===== config.mk =====
export PLATFORM = sky130hd
export DESIGN_NAME = epoch_to_local_calendar_time
export DESIGN_NICKNAME = d
export VERILOG_FILES = /design/src/rtl/core/e2lc_pkg.sv /design/src/rtl/core/e2lc_alu.sv /design/src/rtl/core/e2lc_dst_rule.sv /design/src/rtl/core/e2lc_seq.sv /design/src/rtl/core/epoch_to_local_calendar_time.sv
export SDC_FILE = /design/constraint.sdc
export NUM_CORES = 1
export LEC_CHECK = 0
export BUFFER_PORTS_ARGS = -buffer_cell sky130_fd_sc_hd__buf_4
export CAP_MARGIN = 20
export CORE_MARGIN = 8
export CORE_UTILIZATION = 50
export CTS_BUF_LIST = sky130_fd_sc_hd__clkbuf_16
export DETAILED_ROUTE_END_ITERATION = 12
export MAX_ROUTING_LAYER = met4
export PLACE_DENSITY_LB_ADDON = 0.1
export RECOVER_POWER = 25
export SLEW_MARGIN = 20
export SYNTH_ARGS = -nofsm -noshare
export SYNTH_HDL_FRONTEND = slang
export SYNTH_HIERARCHICAL = 1
export SYNTH_SLANG_ARGS = --single-unit

===== constraint.sdc =====
create_clock -name clk -period 21.5 [get_ports clk]
set_input_delay 2.15 -clock clk [delete_from_list [all_inputs] [get_ports clk]]
set_output_delay 2.15 -clock clk [all_outputs]
set_load 0.01 [all_outputs]

===== src/rtl/core/e2lc_pkg.sv =====
package e2lc_pkg;

    typedef enum logic [3:0] {
        S_IDLE,
        S_DIV_DAY,
        S_DIV_HOUR,
        S_DIV_MIN,
        S_WK_ADD,
        S_WK_MOD,
        S_YEAR,
        S_MONTH,
        S_DST,
        S_ADD_DST
    } seq_state_t;

    typedef enum logic {
        ALU_ADD,
        ALU_SUB
    } alu_op_t;

    typedef enum logic {
        REG_ZONE_OFFSET = 1'b0,
        REG_SUMMER_EN   = 1'b1
    } cfg_reg_t;

    typedef struct packed {
        logic [16:0] zone_offset;
        logic        summer_en;
    } cfg_t;

    typedef struct packed {
        logic [11:0] year;
        logic [3:0]  month;
        logic [4:0]  day;
        logic [4:0]  hour;
        logic [5:0]  minute;
        logic [5:0]  second;
        logic [2:0]  weekday;
    } cal_t;

    localparam logic [31:0] SECS_PER_DAY  = 32'd86400;
    localparam logic [31:0] SECS_PER_HOUR = 32'd3600;
    localparam logic [31:0] SECS_PER_MIN  = 32'd60;
    localparam logic [31:0] DAYS_PER_WEEK = 32'd7;
    localparam logic [31:0] EPOCH_WEEKDAY = 32'd4;
    localparam logic [11:0] BASE_YEAR     = 12'd1970;
    localparam logic [11:0] CENTURY_NO_LEAP = 12'd2100;

    localparam logic [4:0] DAY_DIV_LAST  = 5'd31;
    localparam logic [4:0] HOUR_DIV_LAST = 5'd4;
    localparam logic [4:0] MIN_DIV_LAST  = 5'd5;
    localparam logic [4:0] WK_DIV_LAST   = 5'd13;

    localparam logic [25:0] TM_SCALE = 26'd625;

    // years reachable from 32-bit seconds lie in 1970..2106
    function automatic logic is_leap(input logic [11:0] y);
        return (y[1:0] == 2'b00) && (y != CENTURY_NO_LEAP);
    endfunction

    function automatic logic [8:0] year_len(input logic [11:0] y);
        return is_leap(y) ? 9'd366 : 9'd365;
    endfunction

    function automatic logic [4:0] month_len(input logic [3:0] m, input logic leap);
        logic [4:0] len;
        unique case (m)
            4'd1:                   len = leap ? 5'd29 : 5'd28;
            4'd3, 4'd5, 4'd8, 4'd10: len = 5'd30;
            default:                len = 5'd31;
        endcase
        return len;
    endfunction

endpackage


===== src/rtl/core/e2lc_alu.sv =====
module e2lc_alu (
    input  e2lc_pkg::alu_op_t op,
    input  logic [31:0]       a,
    input  logic [31:0]       b,
    output logic [31:0]       res,
    output logic              ge
);
    import e2lc_pkg::*;

    logic        sub;
    logic [32:0] sum;

    assign sub = (op == ALU_SUB);
    assign sum = {1'b0, a} + {1'b0, (sub ? ~b : b)} + {32'd0, sub};
    assign res = sum[31:0];
    assign ge  = sub & sum[32];

endmodule


===== src/rtl/core/e2lc_dst_rule.sv =====
module e2lc_dst_rule (
    input  e2lc_pkg::cal_t cal,
    output logic           summer
);
    import e2lc_pkg::*;

    logic past_last_sunday;

    assign past_last_sunday = ((cal.weekday == 3'd0) && (cal.hour != 5'd0))
        || ((cal.weekday != 3'd0) && ({1'b0, cal.day} > ({3'd0, cal.weekday} + 6'd24)));

    always_comb
    begin
        priority if (cal.month < 4'd3 || cal.month > 4'd10)
        begin
            summer = 1'b0;
        end
        else if (cal.month > 4'd3 && cal.month < 4'd10)
        begin
            summer = 1'b1;
        end
        else if (cal.month == 4'd3)
        begin
            summer = (cal.day > 5'd24) && past_last_sunday;
        end
        else if (cal.day < 5'd25)
        begin
            summer = 1'b1;
        end
        else
        begin
            summer = !past_last_sunday;
        end
    end

endmodule


===== src/rtl/core/e2lc_seq.sv =====
module e2lc_seq (
    input  logic             clk,
    input  logic             rst_n,
    input  logic             start,
    input  logic [31:0]      epoch_seconds,
    input  e2lc_pkg::cfg_t   cfg,
    output logic             busy,
    output logic             fin,
    output e2lc_pkg::cal_t   cal,
    output logic             summer
);
    import e2lc_pkg::*;

    seq_state_t  state_reg;
    seq_state_t  state_next;

    logic [31:0] secs_reg;
    logic [31:0] t_reg;
    logic [16:0] rem_reg;
    logic [15:0] days_reg;
    logic [4:0]  hour_reg;
    logic [5:0]  minute_reg;
    logic [5:0]  second_reg;
    logic [11:0] year_reg;
    logic [3:0]  month_reg;
    logic [4:0]  cnt_reg;
    logic        pass_reg;
    logic        dst_reg;

    alu_op_t     alu_op;
    logic [31:0] alu_a;
    logic [31:0] alu_b;
    logic [31:0] alu_res;
    logic        alu_ge;

    logic [17:0] div_in;
    logic        cnt_last;
    logic        go_local;
    logic        rule_hit;

    e2lc_alu u_alu (
        .op  (alu_op),
        .a   (alu_a),
        .b   (alu_b),
        .res (alu_res),
        .ge  (alu_ge)
    );

    e2lc_dst_rule u_rule (
        .cal    (cal),
        .summer (rule_hit)
    );

    assign div_in   = {rem_reg, t_reg[cnt_reg]};
    assign cnt_last = (cnt_reg == 5'd0);
    assign go_local = !pass_reg && ((cfg.zone_offset != 17'd0) || cfg.summer_en);

    assign cal.year    = year_reg;
    assign cal.month   = month_reg + 4'd1;
    assign cal.day     = days_reg[4:0] + 5'd1;
    assign cal.hour    = hour_reg;
    assign cal.minute  = minute_reg;
    assign cal.second  = second_reg;
    assign cal.weekday = rem_reg[2:0];

    assign busy   = (state_reg != S_IDLE);
    assign fin    = (state_reg == S_MONTH) && !alu_ge && !go_local;
    assign summer = dst_reg;

    always_ff @(posedge clk or negedge rst_n)
    begin
        if (!rst_n)
        begin
            state_reg <= S_IDLE;
        end
        else
        begin
            state_reg <= state_next;
        end
    end

    always_comb
    begin
        state_next = state_reg;
        unique case (state_reg)
            S_IDLE:     if (start) state_next = S_DIV_DAY;
            S_DIV_DAY:  if (cnt_last) state_next = S_DIV_HOUR;
            S_DIV_HOUR: if (cnt_last) state_next = S_DIV_MIN;
            S_DIV_MIN:  if (cnt_last) state_next = S_WK_ADD;
            S_WK_ADD:   state_next = S_WK_MOD;
            S_WK_MOD:   if (cnt_last) state_next = S_YEAR;
            S_YEAR:     if (!alu_ge) state_next = S_MONTH;
            S_MONTH:    if (!alu_ge) state_next = go_local ? S_DST : S_IDLE;
            S_DST:      state_next = S_ADD_DST;
            S_ADD_DST:  state_next = S_DIV_DAY;
            default:    state_next = S_IDLE;
        endcase
    end

    // operand selection for the shared adder
    always_comb
    begin
        alu_op = ALU_SUB;
        alu_a  = '0;
        alu_b  = '0;
        unique case (state_reg)
            S_DIV_DAY:
            begin
                alu_a = {14'd0, div_in};
                alu_b = SECS_PER_DAY;
            end
            S_DIV_HOUR:
            begin
                alu_a = {15'd0, rem_reg};
                alu_b = SECS_PER_HOUR << cnt_reg;
            end
            S_DIV_MIN:
            begin
                alu_a = {15'd0, rem_reg};
                alu_b = SECS_PER_MIN << cnt_reg;
            end
            S_WK_ADD:
            begin
                alu_op = ALU_ADD;
                alu_a  = {16'd0, days_reg};
                alu_b  = EPOCH_WEEKDAY;
            end
            S_WK_MOD:
            begin
                alu_a = {15'd0, rem_reg};
                alu_b = DAYS_PER_WEEK << cnt_reg;
            end
            S_YEAR:
            begin
                alu_a = {16'd0, days_reg};
                alu_b = {23'd0, year_len(year_reg)};
            end
            S_MONTH:
            begin
                alu_a = {16'd0, days_reg};
                alu_b = {27'd0, month_len(month_reg, is_leap(year_reg))};
            end
            S_DST:
            begin
                alu_op = ALU_ADD;
                alu_a  = secs_reg;
                alu_b  = {{15{cfg.zone_offset[16]}}, cfg.zone_offset};
            end
            S_ADD_DST:
            begin
                alu_op = ALU_ADD;
                alu_a  = t_reg;
                alu_b  = SECS_PER_HOUR;
            end
            default:
            begin
                alu_op = ALU_SUB;
            end
        endcase
    end

    always_ff @(posedge clk)
    begin
        unique case (state_reg)
            S_IDLE:
            begin
                if (start)
                begin
                    secs_reg <= epoch_seconds;
                    t_reg    <= epoch_seconds;
                    rem_reg  <= '0;
                    days_reg <= '0;
                    cnt_reg  <= DAY_DIV_LAST;
                    pass_reg <= 1'b0;
                    dst_reg  <= 1'b0;
                end
            end
            S_DIV_DAY:
            begin
                rem_reg  <= alu_ge ? alu_res[16:0] : div_in[16:0];
                days_reg <= {days_reg[14:0], alu_ge};
                cnt_reg  <= cnt_last ? HOUR_DIV_LAST : cnt_reg - 5'd1;
            end
            S_DIV_HOUR:
            begin
                rem_reg  <= alu_ge ? alu_res[16:0] : rem_reg;
                hour_reg <= {hour_reg[3:0], alu_ge};
                cnt_reg  <= cnt_last ? MIN_DIV_LAST : cnt_reg - 5'd1;
            end
            S_DIV_MIN:
            begin
                rem_reg    <= alu_ge ? alu_res[16:0] : rem_reg;
                minute_reg <= {minute_reg[4:0], alu_ge};
                cnt_reg    <= cnt_reg - 5'd1;
            end
            S_WK_ADD:
            begin
                second_reg <= rem_reg[5:0];
                rem_reg    <= alu_res[16:0];
                cnt_reg    <= WK_DIV_LAST;
            end
            S_WK_MOD:
            begin
                rem_reg  <= alu_ge ? alu_res[16:0] : rem_reg;
                cnt_reg  <= cnt_reg - 5'd1;
                year_reg <= BASE_YEAR;
            end
            S_YEAR:
            begin
                if (alu_ge)
                begin
                    days_reg <= alu_res[15:0];
                    year_reg <= year_reg + 12'd1;
                end
                month_reg <= '0;
            end
            S_MONTH:
            begin
                if (alu_ge)
                begin
                    days_reg  <= alu_res[15:0];
                    month_reg <= month_reg + 4'd1;
                end
            end
            S_DST:
            begin
                dst_reg <= cfg.summer_en & rule_hit;
                t_reg   <= alu_res;
            end
            S_ADD_DST:
            begin
                if (dst_reg)
                begin
                    t_reg <= alu_res;
                end
                rem_reg  <= '0;
                days_reg <= '0;
                cnt_reg  <= DAY_DIV_LAST;
                pass_reg <= 1'b1;
            end
            default:
            begin
                cnt_reg <= DAY_DIV_LAST;
            end
        endcase
    end

endmodule


===== src/rtl/core/epoch_to_local_calendar_time.sv =====
// channel   | handshake               | payload
// ----------+-------------------------+------------------------------------------------
// input     | start, busy             | epoch_seconds, second_fraction
// config    | cfg_valid, cfg_ready    | cfg_index, cfg_data
// result    | done                    | year, month, day, hour, minute, second,
//           |                         | weekday, tenth_millis, summer_time
//
// an item goes from start to its result beat through one shared 32-bit adder; a second pass
// runs when an offset or summer time is set
// done pulses in the first cycle with busy low; results stay on the ports until the next beat
// rst_n clears the sequencer and both registers at once; results are never stalled
module epoch_to_local_calendar_time (
    input  logic        clk,
    input  logic        rst_n,
    input  logic        start,
    output logic        busy,
    input  logic [31:0] epoch_seconds,
    input  logic [15:0] second_fraction,
    input  logic        cfg_valid,
    output logic        cfg_ready,
    input  logic        cfg_index,
    input  logic [16:0] cfg_data,
    output logic        done,
    output logic [11:0] year,
    output logic [3:0]  month,
    output logic [4:0]  day,
    output logic [4:0]  hour,
    output logic [5:0]  minute,
    output logic [5:0]  second,
    output logic [2:0]  weekday,
    output logic [13:0] tenth_millis,
    output logic        summer_time
);
    import e2lc_pkg::*;

    cfg_t        cfg_reg;
    logic        done_reg;
    logic [15:0] frac_reg;
    cal_t        cal_out_reg;
    logic [13:0] tm_reg;
    logic        summer_reg;

    logic        seq_busy;
    logic        seq_fin;
    cal_t        seq_cal;
    logic        seq_summer;
    logic        accept;
    logic [25:0] frac_prod;

    assign accept    = start && !seq_busy;
    assign frac_prod = {10'd0, frac_reg} * TM_SCALE;

    e2lc_seq u_seq (
        .clk           (clk),
        .rst_n         (rst_n),
        .start         (accept),
        .epoch_seconds (epoch_seconds),
        .cfg           (cfg_reg),
        .busy          (seq_busy),
        .fin           (seq_fin),
        .cal           (seq_cal),
        .summer        (seq_summer)
    );

    always_ff @(posedge clk or negedge rst_n)
    begin
        if (!rst_n)
        begin
            cfg_reg  <= '0;
            done_reg <= 1'b0;
        end
        else
        begin
            done_reg <= seq_fin;
            if (cfg_valid && cfg_ready)
            begin
                unique case (cfg_reg_t'(cfg_index))
                    REG_ZONE_OFFSET: cfg_reg.zone_offset <= cfg_data;
                    REG_SUMMER_EN:   cfg_reg.summer_en   <= cfg_data[0];
                endcase
            end
        end
    end

    always_ff @(posedge clk)
    begin
        if (accept)
        begin
            frac_reg <= second_fraction;
        end
        if (seq_fin)
        begin
            cal_out_reg <= seq_cal;
            tm_reg      <= frac_prod[25:12];
            summer_reg  <= seq_summer;
        end
    end

    assign busy         = seq_busy;
    assign cfg_ready    = !seq_busy;
    assign done         = done_reg;
    assign year         = cal_out_reg.year;
    assign month        = cal_out_reg.month;
    assign day          = cal_out_reg.day;
    assign hour         = cal_out_reg.hour;
    assign minute       = cal_out_reg.minute;
    assign second       = cal_out_reg.second;
    assign weekday      = cal_out_reg.weekday;
    assign tenth_millis = tm_reg;
    assign summer_time  = summer_reg;

endmodule


## After elaboration in Yosys (flattened, before gate mapping)

Index checks and enable logic that the tools add are counted.

- $add $sub $neg: 7
- Multipliers: 1
- Div/mod/pow operators: 0
- Magnitude comparators: 8
- Equal/unequal tests: 28
- Shift-type cells: 3
- Muxes and demuxes: 43
- Bitwise operators: 5
- Reduce and logical (&&, ||, !) cells: 52

Operators by type and width:

| operator | number |
|---|---|
| one-hot mux 32 bit (9 select lines) | 1 |
| one-hot mux 32 bit (5 select lines) | 1 |
| 2-to-1 mux 32 bit | 3 |
| one-hot mux 32 bit (3 select lines) | 1 |
| one-hot mux 17 bit (5 select lines) | 1 |
| one-hot mux 16 bit (4 select lines) | 1 |
| 2-to-1 mux 17 bit | 3 |
| one-hot mux 4 bit (10 select lines) | 1 |
| 2-to-1 mux 4 bit | 9 |
| adder 32 x 32 -> 33 bit | 1 |
| adder 33 x 1 -> 33 bit | 1 |
| 2-to-1 mux 16 bit | 2 |
| NOT 32 bit | 1 |
| << shifter 12 x 5 -> 32 bit (first input constant) | 1 |
| << shifter 3 x 5 -> 32 bit (first input constant) | 1 |
| << shifter 6 x 5 -> 32 bit (first input constant) | 1 |
| one-hot mux 5 bit (6 select lines) | 1 |
| multiplier 16 x 10 -> 26 bit (second input constant) | 1 |
| one-hot mux 12 bit (2 select lines) | 1 |
| == test 4 x 3 -> 1 bit (second input constant) | 5 |
| != test 2 x 1 -> 1 bit (second input constant) | 9 |
| nonzero test 17 bit | 1 |
| == test 4 x 2 -> 1 bit (second input constant) | 4 |
| == test 4 bit (second input constant) | 4 |
| 43 further kinds | 92 |

- Register bits: 232
- Latch bits: 0
- RAM bits: 0
- Bits in read-only memories: 0
- Input bits: 70
- Output and inout bits: 59
- Word-level logic and storage cells: 173
- Memories kept: 0

## Logic depth before layout (Yosys ltp)

Gate-level depths: netlist of the first run.

- Word-level depth: 13
- Depth in mapped cells: 26

## By module

The synthesis of the first run kept the hierarchy.

Modules (own cells, without submodules):

| module | instances | cells an instance | area each (um2) | seq. area each (um2) |
|---|---|---|---|---|
| e2lc_seq | 1 | 808 | 8164.1 | 4214.0 |
| epoch_to_local_calendar_time | 1 | 386 | 5281.3 | 2637.5 |
| e2lc_alu | 1 | 288 | 2057.0 | 0.0 |
| e2lc_dst_rule | 1 | 22 | 161.4 | 0.0 |

## Worst setup path after synthesis of the first run

Ideal clock, no wire load.

- Path type: register -> register
- From: register u_seq.state_reg[3]
- To: register done_reg, in the netlist done
- Setup time: 676 ps
- Arrival time: 10130 ps
- Slack: 10694 ps
- Cell stages (with the launch flop): 20
- Path buffers: 6
- Period minus slack after synthesis: 10806 ps
- Cell sequence: dfrtp_1 -> buf_4 -> clkbuf_1 -> buf_1 -> nor3_1 -> nor2_1 -> buf_2 -> buf_1 -> xor2_1 -> ha_1 -> nor2b_4 -> o31a_1 -> o211a_1 -> o21ai_2 -> a32oi_2 -> a2111oi_2 -> and3b_1 -> o221a_1 -> clkbuf_1 -> nor4bb_1

- Elaborated cells between the ends (all ways): 23
- Those cells by class: 2 x add/sub; 9 x eq/ne; 4 x mux; 2 x bitwise; 6 x reduce/logical

RTL lines:

| item | line | text |
|---|---|---|
| start: declaration | e2lc_seq.sv:14 | `seq_state_t state_reg;` |
| start signal: assignment | e2lc_seq.sv:78 | `state_reg <= state_next;` |
| == test 4 x 3 -> 1 bit / == test 4 bit (equally long branches) | e2lc_seq.sv:106 | `unique case (state_reg)` |
| OR reduction 3 bit (no source line) (*) | - |  |
| 2-to-1 mux 1 bit (*) | e2lc_seq.sv:106 |  |
| named net u_seq.alu_op | e2lc_seq.sv:30 | `alu_op_t alu_op;` |
| adder 33 x 1 -> 33 bit | e2lc_alu.sv:14 | `assign sum = {1'b0, a} + {1'b0, (sub ? ~b : b)} + {32'd0, sub};` |
| AND 1 bit (*) | e2lc_alu.sv:16 | `assign ge = sub & sum[32];` |
| named net u_seq.alu_ge | e2lc_seq.sv:34 | `logic alu_ge;` |
| zero test 1 bit (*) | e2lc_seq.sv:67 | `assign fin = (state_reg == S_MONTH) && !alu_ge && !go_local;` |
| logical AND 1 bit (*) (2 in a row) | e2lc_seq.sv:67 |  |
| named net seq_fin | epoch_to_local_calendar_time.sv:44 | `logic seq_fin;` |
| end signal: assignment | epoch_to_local_calendar_time.sv:74 | `done_reg <= seq_fin;` |
| end: declaration | epoch_to_local_calendar_time.sv:37 | `logic done_reg;` |

Mark *: on every way through the listed nets, which the timed path passes. The rest lies on a longest branch.
A chain may end at the register's enable or synchronous reset.

## Final worst setup path of the first run

- From: register u_seq.state_reg[3]
- To: register cal_out_reg, in the netlist year[9], enable pin

- Longest elaborated chain between the ends: 10
- Elaborated cells between the ends (all ways): 23
- Those cells by class: 2 x add/sub; 9 x eq/ne; 4 x mux; 2 x bitwise; 6 x reduce/logical

RTL lines:

| item | line | text |
|---|---|---|
| == test 4 bit (tied with other cells) | e2lc_seq.sv:106 |  |
| one-hot mux 32 bit (9 select lines) (*) | e2lc_seq.sv:106 |  |
| named net u_seq.alu_b[11] | e2lc_seq.sv:32 | `logic [31:0] alu_b;` |
| NOT 32 bit | e2lc_alu.sv:14 |  |
| 2-to-1 mux 32 bit (*) | e2lc_alu.sv:14 |  |
| adder 32 x 32 -> 33 bit (*) | e2lc_alu.sv:14 |  |
| adder 33 x 1 -> 33 bit (*) | e2lc_alu.sv:14 |  |
| AND 1 bit (*) | e2lc_alu.sv:16 |  |
| named net u_seq.alu_ge | e2lc_seq.sv:34 |  |
| zero test 1 bit (*) | e2lc_seq.sv:67 |  |
| logical AND 1 bit (*) (2 in a row) | e2lc_seq.sv:67 |  |
| named net seq_fin | epoch_to_local_calendar_time.sv:44 |  |
| end signal: assignment | epoch_to_local_calendar_time.sv:93 | `cal_out_reg <= seq_cal;` |
| end: declaration | epoch_to_local_calendar_time.sv:39 | `cal_t cal_out_reg;` |

Marks and branches as above.

==> results of run 1 <==
-- synth_stat cells (4+ instances only) --
cell type	count
buf_4	10
xnor2_1	35
o21a_1	5
ha_1	110
nor2b_1	11
a21oi_1	72
nand3_1	54
a32oi_1	6
nand4_1	11
nor2_1	71
a211oi_1	9
o21ai_0	52
nor3_1	20
o211ai_1	7
a211o_1	4
and3_1	7
a21o_1	22
nand2_1	194
and2_1	10
fa_1	35
mux2i_1	17
edfxtp_1	209
xor2_1	54
mux2_2	19
nand2b_1	16
clkbuf_1	26
o21bai_1	4
a31oi_1	9
buf_1	7
nand3b_1	4
a221oi_1	5
o21ai_1	9
a22oi_1	35
nor4_1	7
a221o_1	9
dfrtp_1	23
o31ai_1	8
a22o_1	46
buf_2	28
inv_1	123
-- critical path: cells and delay by family (launching register included) --
family / cells / cell delay [ns]
buf+inv: 2 / 0.69
flops: 1 / 1.00
compound gates: 9 / 2.87
simple gates: 3 / 1.17
xor+xnor: 1 / 0.14
fa+ha+maj: 1 / 0.44
-- cell type report --
cell class,count,share of cell area [%]
Clock buffer,27,3.78
Inverter,126,2.65
Sequential cell,232,38.4
Tap cell,402,2.82
Clock inverter,20,1.23
Timing Repair Buffer,152,6.28
Multi-Input combinational cell,1072,44.9
-- worst paths after layout --
kind	startpoint	slack, ns	cells past startpoint	end
max	u_seq/state_reg[3]$_DFFE_PN0P_	14.79	16	year[9]$_DFFE_PP_
min	u_seq/minute_reg[5]$_DFFE_PP_	0.42	0	minute[5]$_DFFE_PP_
max reg2reg	u_seq/state_reg[3]$_DFFE_PN0P_	14.79	16	year[9]$_DFFE_PP_
min reg2reg	u_seq/minute_reg[5]$_DFFE_PP_	0.42	0	minute[5]$_DFFE_PP_
max in group asynchronous	rst_n	18.85	1	u_seq/state_reg[0]$_DFFE_PN0P_
min in group asynchronous	rst_n	1.87	1	cfg_reg[13]$_DFFE_PN0P_
-- cells by family after synthesis --
| kind of cell | Yosys count |
|---|---|
| xor gates and xnor gates | 89 |
| adders and majority gates | 145 |
| AOI/OAI and AO/OA | 360 |
| and+or+nand+nor | 442 |
| buffers and inverters | 200 |
| muxes | 36 |
| DFF | 232 |
-- cell usage in the layout (no fill, tap or decap), drive strengths merged, types with 12 or more instances in the layout --
| cell type | instances |
|---|---|
| clkbuf | 68 |
| o21ai | 64 |
| a22o | 46 |
| xor2 | 54 |
| nor2b | 12 |
| a21o | 22 |
| a22oi | 35 |
| fa | 35 |
| nor2 | 73 |
| buf | 111 |
| mux2 | 19 |
| nand2 | 196 |
| mux2i | 17 |
| dfrtp | 23 |
| edfxtp | 209 |
| a21oi | 74 |
| inv | 132 |
| nand3 | 54 |
| ha | 110 |
| a211oi | 12 |
| nor3 | 22 |
| nand2b | 16 |
| xnor2 | 35 |
| and2 | 12 |
-- per-stage QoR --
stage	util, %	setup WS (ns)	instance area (um2)
detailed placement	54.4	14.84	17000
CTS	57.3	14.82	17900
global route	57.2	14.33	17900
floorplan	-	10.69	15700
finish	57.2	14.79	17900
global placement	54.4	14.98	17000
-- metal layers --
layer	track usage (%)	vias to the layer above
met4	9.38	0
met5	-	-
li1	-	5707
met1	30.3	5751
met3	3.60	87
met2	39.4	486
==> qor.yml, run 1 <==
worst_setup_path:
  end_kind: "flop"
  slowest_delay_ns: 1.00
  critPathKind: "flop to flop"
  crit_required_ns: 21.68
  cp-start-kind: "flop"
  crit_chain: "nand4bb_1 -> inv_2 -> o32ai_1 -> a32oi_1 -> o21ai_0 -> xor2_1 -> ha_1 -> a21oi_1 -> o21ai_1 -> a221oi_1 -> a32oi_2 -> a2111oi_2 -> and3b_1 -> o221a_1 -> nor4bb_4 -> buf_4"
  critPathSlowestCell: "dfrtp_1"
  cp_max_fo: 35
  arrival_ns: 6.89
routing:
  wl_met3_um: 2610
  highest_layer: "met4"
  drc_errors: 0
  firstDrtPassIters: 7
  num_vias: 12000
  first_iter_violations: 761
  wl_per_cell_um: 21.5
  m1WireLength_um: 18400
  viasPerCell: 5.92
  met2WireLength_um: 20900
  drtAntennaViolNets: 0
  wirelength_um: 43600
timing:
  hold_ws_ns: 0.417
  fin_crit_sh_pct: 31.2
  max_freq_mhz: 149
  min_period_ns: 6.71
  tightest_slew_ns: 1.30
  hold_viol_final: 0
  finClkSkew_ns: 0.0324
  max_slew_margin_pct: 13.6
  setup_tns_ns: 0
  slew_viol_final: 0
  setup_viol: 0
  rsz0062_at_grt: "false"
placement:
  dp_cells: 1984
  port_buffers: 128
  gp_congestion: 0.983
  hpwl_um: 31800
clock_tree:
  clockBufferDepth: 3
  clock_sinks: 232
  cts_setup_buffers: 0
  clkSlewWorstSetupHoldPaths_ns: 0.06
  cts.repair.resized: 0
  hold_buffers: 0
  numCtsBuffers: 26
  htree_levels: 1
  cts_tree: "built"
  clk_latency_ns: 0.56
  cts_root_buf: "clkbuf_16"
finish:
  layout.cells.non_filler: 2031
  seq_area_um2: 6850
  multiInputGateArea_um2: 8020
  area_growth_syn_to_layout_pct: 14.1
  nNetsFinal: 1825
  n_antenna_cell: 0
  layout-drive-gt1-share_pct: 15.1
  n_fill_cell: 2799
logic_synthesis:
  synthMuxAreaShare_pct: 2.45
  syn_inst: 1504
  yosys_warnings: 6
  ys_types: 105
  syn-num-nets: 1719
  synth_area_leader_cell: "edfxtp_1"
  ys_ff_latch: 232
  ys_top_cells_by_area: "edfxtp_1, ha_1, nand2_1, fa_1, dfrtp_1"
  yosysSeqAreaShare_pct: 43.7
  synth_area_per_cell_um2: 10.4
  yosysTopAreaCellShare_pct: 40.1
  synth_top_family_by_area: "compound AO/OA/AOI/OAI gates"
  async_flop_share_pct: 9.91
  yosys.area_share.simple_pct: 13.3
  synth_xor_area_share_pct: 4.98
  synth_edf_count: 209
  synth-compound-area-share_pct: 16.8
  syn_area_um2: 15700
  synth_fa_ha_area_share_pct: 13.3
  synth_flop_cell: "edfxtp_1"
floorplan:
  die_y_um: 193
  start_util_pct: 50.2
  num_rows: 65
  pin_count: 129
  core_area_um2: 31200
  dieWidth_um: 193
  dieArea_um2: 37200
job:
  maxCapViolCount: 0
global_route:
  grt_overflow: 0
  grt_max_degree: 38
  grt_util_all_layers_pct: 24.2
  grt_pass1_vias: 12200
  antenna_found_initial: 0
  grt_pass1_wl_um: 68200
worst_hold_path:
  worstHoldPathType: "flop to flop"
status:
  status: "completed"
Power of run 1 is not shown: default switching activity piles up to over one toggle a cycle in this logic, so the estimate is an artifact.
==> inputs of run 2 (changes only) <==
==> constraint.sdc (replaced) <==
create_clock -name clk -period 5.9 [get_ports clk]
set_input_delay 0.59 -clock clk [delete_from_list [all_inputs] [get_ports clk]]
set_output_delay 0.59 -clock clk [all_outputs]
set_load 0.01 [all_outputs]
==> qor.yml, run 2 (synthesis gave the netlist of run 1 again) <==
finish:
  area_growth_syn_to_layout_pct: 17.6
  multiInputGateArea_um2: 8080
  n_fill_cell: 2767
  final_cell_mix: "edfxtp_1, nand2_1, buf_4"
  layout-drive-gt1-share_pct: 18.3
  final_common_cell: "edfxtp_1"
  n_antenna_cell: 0
  fin_util_pct: 59.0
  nNetsFinal: 1887
  seq_area_um2: 6850
placement:
  port_buffers: 128
  gp_congestion: 1.00
  hpwl_um: 34700
worst_setup_path:
  cp-start-kind: "flop"
  cp.depth: 23
  ff2ff_path_depth: 23
  crit_start: "u_seq/state_reg[1]$_DFFE_PN0P_"
  slowest_delay_ns: 0.48
  critPathSlowestCell: "o221a_1"
  cp-endpoint: "u_seq/rem_reg[14]$_DFFE_PP_"
  crit_buf_inv: 5
  rr_startpoint: "u_seq/state_reg[1]$_DFFE_PN0P_"
  end_kind: "flop"
  reg2reg_to: "u_seq/rem_reg[14]$_DFFE_PP_"
  path_delay_family: "compound AO/OA/AOI/OAI gates"
  r2r_slack_ns: 0.39
  crit_required_ns: 6.16
  arrival_ns: 5.77
  critPathKind: "flop to flop"
  cp_max_fo: 17
  crit_chain: "buf_4 -> nand3b_1 -> a21oi_2 -> nand2b_1 -> nor3_1 -> buf_4 -> a221o_1 -> xor2_1 -> inv_1 -> fa_2 -> nor2b_4 -> o31a_1 -> o211a_1 -> o21ai_2 -> a32oi_2 -> a2111oi_2 -> and3b_1 -> o221a_1 -> inv_1 -> o21ai_0 -> a21oi_1 -> o22ai_1 -> buf_12"
timing:
  slew_viol_final: 0
  min_period_ns: 5.51
  setup_viol: 0
  tightest_slew_ns: 1.30
  hold_ws_ns: 0.242
  max_freq_mhz: 181
  fin_crit_sh_pct: 93.5
  hold_viol_final: 0
  setup_tns_ns: 0
  finClkSkew_ns: 0.0212
  rsz0062_at_grt: "false"
  max_slew_margin_pct: 13.4
clock_tree:
  numCtsBuffers: 27
  clockBufferDepth: 3
  htree_levels: 1
  cts_tree: "built"
  clk_latency_ns: 0.55
  clock_sinks: 232
  cts_root_buf: "clkbuf_16"
  clkSlewWorstSetupHoldPaths_ns: 0.06
worst_hold_path:
  worstHoldPathType: "input pin to flop"
  hold_path_depth: 1
routing:
  drtAntennaViolNets: 0
  wl_per_cell_um: 21.6
  drc_errors: 0
  viasPerCell: 5.87
  met2WireLength_um: 22200
  wl_met3_um: 2150
  highest_layer: "met4"
  num_vias: 12300
  m1WireLength_um: 19200
  first_iter_violations: 912
  wirelength_um: 45200
  firstDrtPassIters: 6
global_route:
  antenna_found_initial: 0
  grt_max_degree: 35
  grt_pass1_wl_um: 70400
  grt_pass1_vias: 12500
  grt_util_all_layers_pct: 24.9
  grt_overflow: 0
floorplan:
  num_rows: 65
  dieWidth_um: 193
  core_area_um2: 31200
  start_util_pct: 50.2
  die_y_um: 193
  dieArea_um2: 37200
  pin_count: 129
job:
  maxCapViolCount: 0
status:
  status: "completed"
[run 2: worst min-delay path by stage]
stage | endpoint | slack [ns] | from
floorplan | cfg_reg[0]$_DFFE_PN0P_ | 0.29 | rst_n
global placement | second[4]$_DFFE_PP_ | 0.40 | u_seq/second_reg[4]$_DFFE_PP_
detailed placement | minute[5]$_DFFE_PP_ | 0.40 | u_seq/minute_reg[5]$_DFFE_PP_
CTS | frac_reg[13]$_DFFE_PP_ | 0.20 | second_fraction[13]
global route | frac_reg[15]$_DFFE_PP_ | 0.23 | second_fraction[15]
finish | frac_reg[15]$_DFFE_PP_ | 0.24 | second_fraction[15]
[run 2: repair_timing]
action | CTS | global route
hold buffers | 1 | 0
endpoints found under the hold margin | 23 | 0
setup buffers | 0 | 6
endpoints found under the setup margin | 0 | 96
resized for setup | 0 | 4
[run 2: through the flow]
| step | setup slack [ns] | cell area [um2] | instances |
|---|---|---|---|
| after floorplan | -0.371 | 15700 | 1504 |
| after global placement | 0.447 | 17500 | 2038 |
| after detailed placement | 0.257 | 17500 | 2038 |
| after CTS | 0.246 | 18400 | 2088 |
| after global routing | 0.0299 | 18400 | 2094 |
| final | 0.385 | 18400 | 2094 |
[run 2: cell type report]
| class | instances | share of cell area (%) |
|---|---|---|
| multi-input combinational | 1072 | 43.8 |
| sequential | 232 | 37.2 |
| timing repair buffer | 213 | 8.99 |
| clock buffer | 27 | 3.67 |
| tap | 402 | 2.73 |
| inverter | 126 | 2.57 |
| clock inverter | 22 | 0.992 |
[run 2: metal layers]
layer,vias up,track usage [%]
met2,348,41.6
met3,100,3.04
li1,5838,-
met4,0,9.08
met1,6016,30.9
met5,-,-
Power of run 2 is left out for the same reason.
